File: config.mk
export PLATFORM = sky130hd
export DESIGN_NAME = tsr_pix
export DESIGN_NICKNAME = d
export VERILOG_FILES = /design/src/hw/rtl/tsr_pkg.sv /design/src/hw/rtl/tsr_pix.sv
export SDC_FILE = /design/constraint.sdc
export NUM_CORES = 1
export LEC_CHECK = 0
export BUFFER_PORTS_ARGS = -buffer_cell sky130_fd_sc_hd__buf_2
export CAP_MARGIN = 20
export CORE_UTILIZATION = 30
export DETAILED_ROUTE_END_ITERATION = 8
export PLACE_DENSITY = 0.58
export SYNTH_ARGS = -nofsm -noshare
export SYNTH_HDL_FRONTEND = slang
export SYNTH_SLANG_ARGS = --single-unit
File: constraint.sdc
create_clock -name vclk -period 1
set_input_delay 0 -clock vclk [all_inputs]
set_output_delay 0 -clock vclk [all_outputs]
set_load 0.01 [all_outputs]
File: src/hw/rtl/tsr_pkg.sv
// Shared types and constants of the tile scanline renderer
`default_nettype none
package tsr_pkg;

    localparam int VIDEO_ADDR_BITS = 14;
    localparam logic [7:0] LAST_LINE = 8'd191;

    localparam logic [5:0] CELLS_GFX  = 6'd32;
    localparam logic [5:0] CELLS_TEXT = 6'd40;
    localparam logic [3:0] WIDTH_GFX  = 4'd8;
    localparam logic [3:0] WIDTH_TEXT = 4'd6;

    localparam logic [2:0] REG_MODE_A     = 3'd0;
    localparam logic [2:0] REG_MODE_B     = 3'd1;
    localparam logic [2:0] REG_NAME_BASE  = 3'd2;
    localparam logic [2:0] REG_COLOR_BASE = 3'd3;
    localparam logic [2:0] REG_PAT_BASE   = 3'd4;
    localparam logic [2:0] REG_COLORS     = 3'd5;

    localparam int MODE_A_GM2_BIT   = 1;
    localparam int MODE_B_MULTI_BIT = 3;
    localparam int MODE_B_TEXT_BIT  = 4;

    localparam logic [7:0] MULTI_PATTERN = 8'hF0;

    typedef logic [VIDEO_ADDR_BITS-1:0] t_vaddr;

    typedef struct packed {
        logic       we;
        logic       rd;
        t_vaddr     addr;
        logic [7:0] wdata;
    } t_mem_req;

    typedef struct packed {
        logic       multi;
        logic       text;
        logic [7:0] pattern;
        logic [7:0] color;
        logic [7:0] colors_reg;
    } t_pix_in;

endpackage
`default_nettype wire

File: src/hw/rtl/tsr_pix.sv
// Colour selection and pixel packing for one character cell
`default_nettype none
module tsr_pix
    import tsr_pkg::*;
(
    input  wire t_pix_in i_pin,
    output logic [31:0]  o_pixels
);

    always_comb begin
        logic [3:0] fg;
        logic [3:0] bg;
        logic [7:0] pat;
        logic [3:0] c;
        if (i_pin.multi) begin
            fg  = i_pin.pattern[7:4];
            bg  = i_pin.pattern[3:0];
            pat = MULTI_PATTERN;
        end else begin
            fg  = i_pin.text ? i_pin.colors_reg[7:4] : i_pin.color[7:4];
            bg  = (i_pin.color[3:0] == 4'd0 || i_pin.text) ? i_pin.colors_reg[3:0]
                                                            : i_pin.color[3:0];
            pat = i_pin.pattern;
        end
        o_pixels = '0;
        for (int i = 0; i < 8; i++) begin
            c = pat[7-i] ? fg : bg;
            if (i_pin.text && i >= 6) begin
                c = 4'd0;
            end
            o_pixels[31-4*i -: 4] = c;
        end
    end

endmodule
`default_nettype wire

==> results.tsv <==
stage	metric	value	unit
global_routing	initial antenna violation count	0	
sta	PnR worst setup slack	-0.1205	ns
logic_synthesis	register area share after synthesis	0	%
logic_synthesis	Post-Synth Simple-Gate Area	37.34	%
worst_hold_path	HP Start	i_pin[24]	
layout	Filler Cells Inserted	221	
power_and_ir_drop	power share of the clock group	0	%
layout	fin area	1738	sq um
place	dpl hpwl	2.473	mm
floorplan	die area	3135	sq um
floorplan	die height	56.00	um
sta	Final Hold Viols	0	
detailed_routing	met3 WL	174	um
sta	Max-slew headroom	67.97	%
floorplan	Cell Rows	19	
power_and_ir_drop	sequential share of power	0	%
layout	Multi-input gate area	1084	sq um
detailed_routing	DRT Wirelength	3.695	mm
critical_path	Crit path largest cell delay	0.45	ns
critical_path	crit path cell chain	buf_6 > nor4b_4 > buf_4 > a2111oi_4 > a21oi_1 > buf_2	
critical_path	CP startpoint kind	input pin	
global_routing	largest net degree at the start of global routing	29	
global_routing	first-pass GRT wire length	5.361	mm
logic_synthesis	Post-Synth Adder-Cell Area	0	%
critical_path	crit path buf inv count	3	
detailed_routing	vias per inst	5.884	
sta	post-route minimum period	1.121	ns
critical_path	cell family with most CP delay	compound AO/OA/AOI/OAI gates	
global_routing	GRT Total Usage	20.21	%
power_and_ir_drop	Net Sw Frac	53.64	%
floorplan	die width	56.00	um
floorplan	Core Box Area	2758	sq um
detailed_routing	# DRC	0	
sta	RSZ-0062 raised after global routing	yes	
power_and_ir_drop	Tot Pwr	885.6	uW
logic_synthesis	Mapped Nets	157	
logic_synthesis	Post-Syn Area	874.6	sq um
detailed_routing	post-route met1 wirelength	1.619	mm
layout	register area	0	sq um
power_and_ir_drop	leakage power figure	0.7066	nW
logic_synthesis	multiplexer share of the synthesized area	11.44	%
detailed_routing	highest metal used	met4	
global_routing	vias in the first global route	1216	
logic_synthesis	Yosys cell types	26	
detailed_routing	Wirelength per Cell	15.93	um
critical_path	CP Capture Type	output pin	
critical_path	worst setup path class	in -> out	
place	placed cell area	1289	sq um
logic_synthesis	synth warn	0	
detailed_routing	Met2 Wirelength	1.822	mm
detailed_routing	DRT iter0 DRCs	29	
power_and_ir_drop	pwr/cell area	509.5	nW/um^2
power_and_ir_drop	Psw	475.0	uW
layout	share of cells above drive strength 1	64.18	%
run	max-cap viol count	0	
run_status	failing checks	setup timing	
place	gpl congestion	0.8836	
floorplan	Starting Density	31.72	%
logic_synthesis	Synth Area in XOR/XNOR	0	%
global_routing	GRT overflow	0	
detailed_routing	Routed Antenna Nets	0	
sta	fin crit share	112.1	%
layout	Area growth syn-to-layout	98.71	%
sta	final setup fails	22	
power_and_ir_drop	Int Pwr	410.5	uW
logic_synthesis	cells after synthesis	131	
sta	Slew Limit Fails	0	
logic_synthesis	compound-cell area share of the yosys netlist	43.20	%
layout	Seq cells	0	
power_and_ir_drop	Worst VDD drop	0.3395	mV
place	Port Buffers	58	
sta	Worst Max-Slew Pin Slew	0.4804	ns
layout	Layout Nets	229	
worst_hold_path	worst min path class	in -> out	
layout	ANT cells	0	
critical_path	WP data required	1.00	ns
critical_path	CP startpoint	i_pin[1]	
layout	clock buffer count	0	
power_and_ir_drop	Logic pwr share	100.0	%
clock_tree	Hold Buf Count CTS	0	
sta	FMAX	0.8924	GHz
critical_path	CP Data Arrival Time	1.12	ns
critical_path	critical path fanouts, max	6	
floorplan	I/O pin count	58	
run_status	status	finished, violations left	
detailed_routing	Detailed Routing Iterations Pass 1	4	
logic_synthesis	post-synthesis average cell area	6.676	sq um
sta	Hold WS	0.3408	ns
detailed_routing	vias	1365	
logic_synthesis	largest family of logic cells by synthesized area	compound AO/OA/AOI/OAI gates	
critical_path	slowest cell on the critical path	a2111oi_4	
==> per-stage QoR <==
stage               std cells  TNS, ns  util, %  worst slack [ns]
global route              232   -2.645    63.02           -0.1964
detailed placement        224   -3.656    46.73           -0.2495
finish                    232   -1.356    63.02           -0.1205
floorplan                 131        0        -           0.05385
global placement          224   -2.900    46.73           -0.2064
CTS                       227   -1.007    51.91           -0.1105
==> metal layers <==
layer,vias to the layer above,GRT usage [%]
met1,644,26.17
li1,658,-
met4,0,3.833
met5,-,0
met3,10,0.9302
met2,53,37.07
==> cell families after synthesis <==
family | count (synthesis)
muxes | 9
buffers and inverters | 18
and+or+nand+nor | 50
AOI/OAI and AO/OA | 54
==> worst paths after layout <==
kind / end / slack, ns / cells past startpoint
setup / recovery: o_pixels[29] / -0.12 / 6
hold / removal: o_pixels[5] / 0.34 / 3
==> power groups by stage <==
stage	combinational, mW	clock, mW	sequential (mW)
finish	0.886	0	0
CTS	0.727	0	0
global placement	0.651	0	0
global route	0.946	0	0
floorplan	0.372	0	0
detailed placement	0.660	0	0
==> what timing repair did <==
action                     CTS  global route
setup buffers                6             5
gates resized for setup     31            55
pin swaps                   22            22
setup endpoints to repair   30            31
cloned                       0             1
==> placed cells by master (no fill, tap or decap), types with 2 or more instances in the layout <==
master	count
a211oi_1	3
a211oi_2	6
a21oi_1	6
a31oi_1	3
and2_1	2
buf_12	4
buf_2	51
buf_4	15
buf_6	10
inv_1	5
mux2_2	4
mux2_4	4
nand2_1	4
nand3_1	2
nor2_1	6
nor2_4	3
nor2b_1	9
nor3_1	4
nor3_4	3
nor4_4	8
nor4b_4	4
o211ai_1	2
o21ai_0	7
o21ai_1	8
o21ai_2	2
o31ai_1	7
o31ai_2	4
o32ai_1	3
==> cells in the mapped netlist, types with 3 or more instances <==
master	number	area, sq um
o21ai_0	17	85.08
o31ai_1	11	82.58
nor2_1	10	37.54
nor2b_1	10	62.56
a211oi_1	9	67.56
mux2_2	8	90.09
nor3_1	8	40.04
nor4_1	8	50.05
a21oi_1	6	30.03
clkbuf_1	6	22.52
inv_1	6	22.52
buf_1	4	15.01
nand2_1	4	15.01
o32ai_1	4	35.03
a31oi_1	3	18.77
nor4b_4	3	71.32
==> final cells by class <==
cell class / instances / share of cell area, %
tap: 31 / 2.232
timing repair buffer: 82 / 34.13
inverter: 6 / 1.296
multi-input combinational: 113 / 62.35
No activity file was read; power rests on OpenSTA's default activity.
